===== config.mk =====
export PLATFORM = sky130hd
export DESIGN_NAME = int_alu_decimal_printer
export DESIGN_NICKNAME = d
export VERILOG_FILES = /design/src/iadp_pkg.sv /design/src/iadp_divider.sv /design/src/int_alu_decimal_printer.sv
export SDC_FILE = /design/constraint.sdc
export NUM_CORES = 2
export LEC_CHECK = 0
export ABC_AREA = 1
export BUFFER_PORTS_ARGS = -buffer_cell sky130_fd_sc_hd__buf_2
export CAP_MARGIN = 15
export CELL_PAD_IN_SITES_DETAIL_PLACEMENT = 0
export CELL_PAD_IN_SITES_GLOBAL_PLACEMENT = 1
export CORE_ASPECT_RATIO = 1.2
export CORE_UTILIZATION = 25
export CTS_CLUSTER_DIAMETER = 80
export DETAILED_ROUTE_END_ITERATION = 7
export GPL_TIMING_DRIVEN = 0
export PLACE_DENSITY_LB_ADDON = 0.1
export SKIP_LAST_GASP = 1
export SLEW_MARGIN = 5
export SYNTH_ARGS = -nofsm -noshare
export SYNTH_HDL_FRONTEND = slang
export SYNTH_HIERARCHICAL = 1
export SYNTH_SLANG_ARGS = --single-unit

===== constraint.sdc =====
create_clock -name clk -period 7 [get_ports clk]
set_clock_uncertainty 0.2 [all_clocks]
set_input_delay 0 -clock clk [delete_from_list [all_inputs] [get_ports clk]]
set_output_delay 0 -clock clk [all_outputs]
set_load 0.01 [all_outputs]

===== src/iadp_pkg.sv =====
package iadp_pkg;

    localparam int DataWidth  = 32;
    localparam int CharWidth  = 8;
    localparam int MaxDigits  = 10;
    localparam int DigitIdxW  = 4;
    localparam int MsgIdxW    = 5;
    localparam int DivCountW  = 6;

    localparam logic [7:0] OP_ADD = 8'h2B;
    localparam logic [7:0] OP_SUB = 8'h2D;
    localparam logic [7:0] OP_MUL = 8'h2A;
    localparam logic [7:0] OP_DIV = 8'h2F;
    localparam logic [7:0] OP_MOD = 8'h25;

    localparam logic [7:0] CH_MINUS = 8'h2D;
    localparam logic [7:0] CH_ZERO  = 8'h30;
    localparam logic [7:0] CH_NL    = 8'h0A;

    localparam int DivMsgLen = 23;
    localparam int ModMsgLen = 21;

    // divider command / status between sequencer and divide unit
    typedef struct packed {
        logic                 start;
        logic [DataWidth-1:0] dividend;
        logic [DataWidth-1:0] divisor;
    } div_cmd_t;

    typedef struct packed {
        logic                 done;
        logic [DataWidth-1:0] quot;
        logic [DataWidth-1:0] rem;
    } div_stat_t;

    typedef enum logic [3:0] {
        ST_IDLE,
        ST_MUL,
        ST_DIV_START,
        ST_DIV_WAIT,
        ST_NUM_PREP,
        ST_DIG_START,
        ST_DIG_WAIT,
        ST_SIGN,
        ST_DIGITS,
        ST_MSG,
        ST_NL
    } state_t;

    // "Stop : division by zero"
    function automatic logic [7:0] div_msg_char(input logic [MsgIdxW-1:0] idx);
        logic [7:0] c;
        c = 8'h00;
        case (idx)
            5'd0:  c = "S";  5'd1:  c = "t";  5'd2:  c = "o";  5'd3:  c = "p";
            5'd4:  c = " ";  5'd5:  c = ":";  5'd6:  c = " ";  5'd7:  c = "d";
            5'd8:  c = "i";  5'd9:  c = "v";  5'd10: c = "i";  5'd11: c = "s";
            5'd12: c = "i";  5'd13: c = "o";  5'd14: c = "n";  5'd15: c = " ";
            5'd16: c = "b";  5'd17: c = "y";  5'd18: c = " ";  5'd19: c = "z";
            5'd20: c = "e";  5'd21: c = "r";  5'd22: c = "o";
            default: c = 8'h00;
        endcase
        return c;
    endfunction

    // "Stop : modulo by zero"
    function automatic logic [7:0] mod_msg_char(input logic [MsgIdxW-1:0] idx);
        logic [7:0] c;
        c = 8'h00;
        case (idx)
            5'd0:  c = "S";  5'd1:  c = "t";  5'd2:  c = "o";  5'd3:  c = "p";
            5'd4:  c = " ";  5'd5:  c = ":";  5'd6:  c = " ";  5'd7:  c = "m";
            5'd8:  c = "o";  5'd9:  c = "d";  5'd10: c = "u";  5'd11: c = "l";
            5'd12: c = "o";  5'd13: c = " ";  5'd14: c = "b";  5'd15: c = "y";
            5'd16: c = " ";  5'd17: c = "z";  5'd18: c = "e";  5'd19: c = "r";
            5'd20: c = "o";
            default: c = 8'h00;
        endcase
        return c;
    endfunction

endpackage


===== src/iadp_divider.sv =====
// Restoring unsigned divider, one quotient bit per cycle
module iadp_divider (
    input  logic                 clk,
    input  logic                 rst_n,
    input  iadp_pkg::div_cmd_t   cmd,
    output iadp_pkg::div_stat_t  stat
);
    localparam int W = iadp_pkg::DataWidth;

    logic                         busy_reg, busy_next;
    logic                         done_reg, done_next;
    logic [iadp_pkg::DivCountW-1:0] cnt_reg, cnt_next;
    logic [W-1:0]                 quot_reg, quot_next;
    logic [W-1:0]                 rem_reg, rem_next;
    logic [W-1:0]                 dsr_reg, dsr_next;
    logic [W:0]                   trial;
    logic [W:0]                   diff;

    always_comb
    begin
        busy_next = busy_reg;
        done_next = 1'b0;
        cnt_next  = cnt_reg;
        quot_next = quot_reg;
        rem_next  = rem_reg;
        dsr_next  = dsr_reg;
        trial     = {rem_reg, quot_reg[W-1]};
        diff      = trial - {1'b0, dsr_reg};
        if (cmd.start)
        begin
            busy_next = 1'b1;
            cnt_next  = '0;
            quot_next = cmd.dividend;
            rem_next  = '0;
            dsr_next  = cmd.divisor;
        end
        else if (busy_reg)
        begin
            if (!diff[W])
            begin
                rem_next  = diff[W-1:0];
                quot_next = {quot_reg[W-2:0], 1'b1};
            end
            else
            begin
                rem_next  = trial[W-1:0];
                quot_next = {quot_reg[W-2:0], 1'b0};
            end
            cnt_next = cnt_reg + 1'b1;
            if (cnt_reg == iadp_pkg::DivCountW'(W - 1))
            begin
                busy_next = 1'b0;
                done_next = 1'b1;
            end
        end
    end

    always_ff @(posedge clk or negedge rst_n)
    begin
        if (!rst_n)
        begin
            busy_reg <= 1'b0;
            done_reg <= 1'b0;
            cnt_reg  <= '0;
        end
        else
        begin
            busy_reg <= busy_next;
            done_reg <= done_next;
            cnt_reg  <= cnt_next;
        end
    end

    always_ff @(posedge clk)
    begin
        quot_reg <= quot_next;
        rem_reg  <= rem_next;
        dsr_reg  <= dsr_next;
    end

    assign stat.done = done_reg;
    assign stat.quot = quot_reg;
    assign stat.rem  = rem_reg;

endmodule


===== src/int_alu_decimal_printer.sv =====
// Add/sub/mul/unknown ops compute the value, then convert it to decimal digits by
// repeated division by 10; divide/modulo first add one pass of the shared divider.
// One request at a time: the input is taken only in idle, and a single bit-serial
// divider is used for both the operation and each digit (divide by 10).
// Output: one character per cycle while the consumer is ready.
// Reset: rst_n asynchronous active low returns the sequencer to idle.
module int_alu_decimal_printer (
    input  logic        clk,
    input  logic        rst_n,
    input  logic        s_axis_tvalid,
    output logic        s_axis_tready,
    // [31:0] operand_a, [39:32] operator_code, [71:40] operand_b
    input  logic [71:0] s_axis_tdata,
    output logic        m_axis_tvalid,
    input  logic        m_axis_tready,
    // [7:0] out_char
    output logic [7:0]  m_axis_tdata,
    output logic        m_axis_tlast
);
    localparam int W = iadp_pkg::DataWidth;

    iadp_pkg::state_t state_reg, state_next;

    logic [W-1:0] a_reg, a_next;
    logic [W-1:0] b_reg, b_next;
    logic [7:0]   op_reg, op_next;
    logic [W-1:0] val_reg, val_next;
    logic         neg_reg, neg_next;
    logic [3:0]   digit_reg [iadp_pkg::MaxDigits];
    logic [iadp_pkg::DigitIdxW-1:0] ndig_reg, ndig_next;
    logic [iadp_pkg::MsgIdxW-1:0]   idx_reg, idx_next;
    logic         is_mod_reg, is_mod_next;
    logic         push_digit;

    logic [W-1:0] a_in, b_in;
    logic [7:0]   op_in;
    logic [W-1:0] mag_a, mag_b;
    logic [W-1:0] product;

    iadp_pkg::div_cmd_t  div_cmd;
    iadp_pkg::div_stat_t div_stat;

    logic       out_valid_reg, out_valid_next;
    logic [7:0] out_char_reg, out_char_next;
    logic       out_last_reg, out_last_next;
    logic       out_free;
    logic [iadp_pkg::MsgIdxW-1:0] msg_len;

    assign a_in  = s_axis_tdata[31:0];
    assign op_in = s_axis_tdata[39:32];
    assign b_in  = s_axis_tdata[71:40];

    assign mag_a   = a_reg[W-1] ? (W'(0) - a_reg) : a_reg;
    assign mag_b   = b_reg[W-1] ? (W'(0) - b_reg) : b_reg;
    assign product = a_reg * b_reg;

    assign s_axis_tready = (state_reg == iadp_pkg::ST_IDLE);
    assign out_free      = !out_valid_reg || m_axis_tready;
    assign msg_len       = is_mod_reg ? iadp_pkg::MsgIdxW'(iadp_pkg::ModMsgLen)
                                      : iadp_pkg::MsgIdxW'(iadp_pkg::DivMsgLen);

    iadp_divider u_div (
        .clk  (clk),
        .rst_n(rst_n),
        .cmd  (div_cmd),
        .stat (div_stat)
    );

    // next state
    always_comb
    begin
        state_next = state_reg;
        unique case (state_reg)
            iadp_pkg::ST_IDLE:
                if (s_axis_tvalid)
                begin
                    unique case (op_in)
                        iadp_pkg::OP_ADD, iadp_pkg::OP_SUB: state_next = iadp_pkg::ST_NUM_PREP;
                        iadp_pkg::OP_MUL: state_next = iadp_pkg::ST_MUL;
                        iadp_pkg::OP_DIV, iadp_pkg::OP_MOD:
                            state_next = (b_in == '0) ? iadp_pkg::ST_MSG
                                                      : iadp_pkg::ST_DIV_START;
                        default: state_next = iadp_pkg::ST_NUM_PREP;
                    endcase
                end
            iadp_pkg::ST_MUL:       state_next = iadp_pkg::ST_NUM_PREP;
            iadp_pkg::ST_DIV_START: state_next = iadp_pkg::ST_DIV_WAIT;
            iadp_pkg::ST_DIV_WAIT:
                if (div_stat.done) state_next = iadp_pkg::ST_NUM_PREP;
            iadp_pkg::ST_NUM_PREP:  state_next = iadp_pkg::ST_DIG_START;
            iadp_pkg::ST_DIG_START: state_next = iadp_pkg::ST_DIG_WAIT;
            iadp_pkg::ST_DIG_WAIT:
                if (div_stat.done)
                    state_next = (div_stat.quot == '0) ? iadp_pkg::ST_SIGN
                                                       : iadp_pkg::ST_DIG_START;
            iadp_pkg::ST_SIGN:
                if (out_free) state_next = iadp_pkg::ST_DIGITS;
            iadp_pkg::ST_DIGITS:
                if (out_free && ndig_reg == iadp_pkg::DigitIdxW'(1))
                    state_next = iadp_pkg::ST_NL;
            iadp_pkg::ST_MSG:
                if (out_free && idx_reg == msg_len - 1'b1)
                    state_next = iadp_pkg::ST_NL;
            iadp_pkg::ST_NL:
                if (out_free) state_next = iadp_pkg::ST_IDLE;
            default: state_next = iadp_pkg::ST_IDLE;
        endcase
    end

    // datapath and outputs
    always_comb
    begin
        a_next         = a_reg;
        b_next         = b_reg;
        op_next        = op_reg;
        val_next       = val_reg;
        neg_next       = neg_reg;
        ndig_next      = ndig_reg;
        idx_next       = idx_reg;
        is_mod_next    = is_mod_reg;
        push_digit     = 1'b0;
        div_cmd        = '0;
        out_valid_next = out_valid_reg && !m_axis_tready;
        out_char_next  = out_char_reg;
        out_last_next  = out_last_reg;
        unique case (state_reg)
            iadp_pkg::ST_IDLE:
                if (s_axis_tvalid)
                begin
                    a_next      = a_in;
                    b_next      = b_in;
                    op_next     = op_in;
                    idx_next    = '0;
                    ndig_next   = '0;
                    is_mod_next = (op_in == iadp_pkg::OP_MOD);
                    case (op_in)
                        iadp_pkg::OP_ADD: val_next = a_in + b_in;
                        iadp_pkg::OP_SUB: val_next = a_in - b_in;
                        default:          val_next = '0;
                    endcase
                end
            iadp_pkg::ST_MUL: val_next = product;
            iadp_pkg::ST_DIV_START:
            begin
                div_cmd.start    = 1'b1;
                div_cmd.dividend = mag_a;
                div_cmd.divisor  = mag_b;
            end
            iadp_pkg::ST_DIV_WAIT:
                if (div_stat.done)
                begin
                    if (op_reg == iadp_pkg::OP_DIV)
                        val_next = (a_reg[W-1] != b_reg[W-1]) ? (W'(0) - div_stat.quot)
                                                              : div_stat.quot;
                    else
                        val_next = a_reg[W-1] ? (W'(0) - div_stat.rem) : div_stat.rem;
                end
            iadp_pkg::ST_NUM_PREP:
            begin
                neg_next = val_reg[W-1];
                val_next = val_reg[W-1] ? (W'(0) - val_reg) : val_reg;
            end
            iadp_pkg::ST_DIG_START:
            begin
                div_cmd.start    = 1'b1;
                div_cmd.dividend = val_reg;
                div_cmd.divisor  = W'(10);
            end
            iadp_pkg::ST_DIG_WAIT:
                if (div_stat.done)
                begin
                    push_digit = 1'b1;
                    ndig_next  = ndig_reg + 1'b1;
                    val_next   = div_stat.quot;
                end
            iadp_pkg::ST_SIGN:
                if (out_free && neg_reg)
                begin
                    out_valid_next = 1'b1;
                    out_char_next  = iadp_pkg::CH_MINUS;
                    out_last_next  = 1'b0;
                end
            iadp_pkg::ST_DIGITS:
                if (out_free)
                begin
                    out_valid_next = 1'b1;
                    out_char_next  = iadp_pkg::CH_ZERO +
                                     {4'd0, digit_reg[ndig_reg - 1'b1]};
                    out_last_next  = 1'b0;
                    ndig_next      = ndig_reg - 1'b1;
                end
            iadp_pkg::ST_MSG:
                if (out_free)
                begin
                    out_valid_next = 1'b1;
                    out_char_next  = is_mod_reg ? iadp_pkg::mod_msg_char(idx_reg)
                                                : iadp_pkg::div_msg_char(idx_reg);
                    out_last_next  = 1'b0;
                    idx_next       = idx_reg + 1'b1;
                end
            iadp_pkg::ST_NL:
                if (out_free)
                begin
                    out_valid_next = 1'b1;
                    out_char_next  = iadp_pkg::CH_NL;
                    out_last_next  = 1'b1;
                end
            default: ;
        endcase
    end

    always_ff @(posedge clk or negedge rst_n)
    begin
        if (!rst_n)
        begin
            state_reg     <= iadp_pkg::ST_IDLE;
            out_valid_reg <= 1'b0;
            ndig_reg      <= '0;
            idx_reg       <= '0;
        end
        else
        begin
            state_reg     <= state_next;
            out_valid_reg <= out_valid_next;
            ndig_reg      <= ndig_next;
            idx_reg       <= idx_next;
        end
    end

    always_ff @(posedge clk)
    begin
        a_reg        <= a_next;
        b_reg        <= b_next;
        op_reg       <= op_next;
        val_reg      <= val_next;
        neg_reg      <= neg_next;
        is_mod_reg   <= is_mod_next;
        out_char_reg <= out_char_next;
        out_last_reg <= out_last_next;
        if (push_digit)
            digit_reg[ndig_reg] <= div_stat.rem[3:0];
    end

    assign m_axis_tvalid = out_valid_reg;
    assign m_axis_tdata  = out_char_reg;
    assign m_axis_tlast  = out_last_reg;

    // digit stack never exceeds ten entries
    assert property (@(posedge clk) disable iff (!rst_n)
        ndig_reg <= iadp_pkg::DigitIdxW'(iadp_pkg::MaxDigits))
        else $error("digit count overflow");

    // divider start only from a start state
    assert property (@(posedge clk) disable iff (!rst_n)
        div_cmd.start |-> (state_reg == iadp_pkg::ST_DIV_START ||
                           state_reg == iadp_pkg::ST_DIG_START))
        else $error("stray divider start");

    // a newline sent returns the block to idle
    assert property (@(posedge clk) disable iff (!rst_n)
        (state_reg == iadp_pkg::ST_NL && out_free) |=> (state_reg == iadp_pkg::ST_IDLE))
        else $error("no return to idle after newline");

endmodule

==> metrics.md <==
| Metric | Value |
|---|---|
| Distinct cells, synth | `65` |
| Drt initial violations | `2137` |
| Hpwl dp | `157500 um` |
| Largest net degree at the start of global routing | `34` |
| Critical path buffer and inverter count | `8` |
| CTS tree | `done` |
| Core footprint | `0.1526 sq mm` |
| Seq cells post-synth | `272` |
| Layout cells sized above 1 | `0.1176` |
| Clock Path Buffers | `3` |
| Final #Nets | `6551` |
| Port Buf Inserts | `85` |
| Worst EP required | `7100 ps` |
| Vias | `36260` |
| Sequential share of the synthesized area | `0.2010` |
| Total wire length | `192800 um` |
| Tot GR Track Use | `0.2450` |
| Root Buffer | `clkbuf_16` |
| Worst path max stage delay | `560 ps` |
| Primary FF master, synth | `edfxtp_1` |
| # IOs | `87` |
| Gpl congestion | `0.9204` |
| Final hold violation count | `0` |
| Routed Antenna Nets | `0` |
| Residual DRC | `0` |
| Setup Viol. Count Final | `9` |
| Setup ws final | `-240.8 ps` |
| Latest clock arrival within the worst-skew pair | `570 ps` |
| Synth Net Count | `6198` |
| # rows | `157` |
| DR vias/cell | `4.606` |
| CP startpoint kind | `flip-flop` |
| Least-Margin Pin Slew | `1139 ps` |
| Fmax | `138.1 MHz` |
| Initial core utilization | `0.2522` |
| Mapped Area | `0.03850 sq mm` |
| EDFF count, synth | `218` |
| Cells after DPL | `7596` |
| CP max FO | `6` |
| Slew Viols, Final | `0` |
| DP Area | `0.04177 sq mm` |
| Kind of cell adding the most delay to the critical path | `adder cells` |
| Synth Area per Inst | `6.992 sq um` |
| Final min period | `7241 ps` |
| Avg WL per Cell | `24.49 um` |
| Max transition margin | `0.2307` |
| Fin cells | `7872` |
| Final worst path period share | `1.034` |
| Fin area | `0.04730 sq mm` |
| First-pass DRT Iterations | `5` |
| Util after Layout | `0.3099` |
| Largest register FFs | `40` |
| Die Span Y | `431.9 um` |
| Total global routing overflow | `0` |
| Post-synthesis async set-or-reset flop share | `0.08088` |
| H-tree Lvls | `2` |
| Crit path kind | `flip-flop to flip-flop` |
| CTS buffer count | `35` |
| Die W | `360.2 um` |
| Clk slew on worst S/H paths | `70 ps` |
| Slowest stage cell on the critical path | `fa_1` |
| Max Cap Violations | `0` |
| Die ar. | `0.1556 sq mm` |
| RSZ-0062 raised after global routing | `yes` |
| Failing checks | `setup timing` |
| Yosys Warn Count | `6` |
| Clock sinks | `272` |
| Initial antenna violation count | `2` |
| Pre-CTS setup slack | `-2297 ps` |
| Crit path DAT | `7340 ps` |
| First-pass GRT wire length | `271100 um` |
| CP dominant cell by count | `fa_1` |
| Syn Inst Count | `5506` |
| P&R area growth vs syn | `22.88%` |
| Vias in the first global route | `37590` |
| CP Capture Type | `flip-flop` |
| Type of the worst min-delay path | `input pin to flip-flop` |
| Status | `finished with violations` |
## final timing paths
path                                       start          endpoint  slack, ps  cells past startpoint
worst max-delay path                   a_reg[10]       val_reg[27]       -240                     26
max in group asynchronous                  rst_n  u_div/cnt_reg[1]       6180                      4
worst min-delay path            s_axis_tdata[31]         a_reg[31]         30                      2
min in group asynchronous                  rst_n        idx_reg[3]        250                      4
worst max register to register         a_reg[10]       val_reg[27]       -240                     26
worst min register to register  u_div/cnt_reg[5]    u_div/done_reg        300                      1
## metrics by stage
step,hold slack (ps),TNS [ps]
global placement,-159.5,-107900
detailed placement,-159.0,-35440
floorplan,-495.6,0
finish,30.94,-1304
global route,37.97,-3508
CTS,6.199,-2480
## worst register-to-register path, cell delays in order (launching register included)
cell and delay [ps]:
edfxtp_1 440, buf_6 130, buf_12 130, clkbuf_16 160, buf_12 120, nand2_1 70
fa_1 390, inv_1 90, fa_2 450, fa_1 520, inv_1 60, fa_1 470
inv_1 50, fa_1 460, fa_1 490, fa_1 560, fa_1 470, ha_4 290
a21oi_2 200, o21ai_1 120, a21oi_2 160, nand3_4 140, a21o_4 250, buf_6 120
o21ai_4 180, nand3_1 90, nand3b_1 150
## cell families after synthesis
kind of cell / after synthesis / synth area share
AOI/OAI and AO/OA: 675 / 0.09799
adders and majority gates: 616 / 0.2802
and+or+nand+nor: 2384 / 0.2569
other: 1 / 0.00009741
xor gates and xnor gates: 76 / 0.01729
DFF: 272 / 0.2010
buffers and inverters: 1482 / 0.1466
## synth_stat cells (all sizes together) (22+ instances only)
master | count | area share
a21oi | 270 | 0.035
buf | 60 | 0.0080
clkbuf | 143 | 0.014
dfrtp | 22 | 0.014
dfxtp | 32 | 0.017
edfxtp | 218 | 0.17
fa | 410 | 0.21
ha | 206 | 0.067
inv | 1275 | 0.12
nand2 | 1554 | 0.15
nand3 | 237 | 0.032
nand4 | 48 | 0.0078
nor2 | 360 | 0.036
nor3 | 108 | 0.016
o21ai | 262 | 0.034
or2 | 22 | 0.0036
xnor2 | 34 | 0.0077
xor2 | 42 | 0.0096
## area by class of cell
cell class	count	area, sq um
Antenna cell	3	7.507
Clock inverter	21	277.8
Sequential cell	272	7737
Timing Repair Buffer	348	3103
Buffer	171	1564
Inverter	1279	4806
Tap cell	1987	2486
Clock buffer	39	890.9
Fill cell	16780	105300
Multi-Input combinational cell	3752	26430
## metal layers
metal  track usage  up-vias  part of all wire
li1              -    17660                 -
met4        0.1169        0             0.059
met2        0.4609      625              0.52
met3       0.01864      192             0.028
met1        0.2776    17780              0.40
met5             0        -                 0
## repair_timing
item / CTS / global route
hold buffers: 94 / 0
gates resized for setup: 394 / 224
hold endpoints to repair: 142 / 0
pin swaps: 85 / 155
setup buffers: 108 / 41
setup endpoints to repair: 24 / 21
cloned: 0 / 3
## layout by cell type, fill, tap and decap left out, types with 54 or more instances in the layout
master,instances
nor2_1,337
nand2_1,1513
o21ai_0,226
clkbuf_1,68
ha_1,181
buf_4,133
dlygate4sd3_1,93
fa_1,363
edfxtp_1,218
nor3_1,88
clkbuf_16,54
buf_2,96
nand3_1,217
a21oi_1,245
inv_1,1250
Power is not shown: default switching activity piles up to over one toggle a cycle in this logic, so the estimate is an artifact.
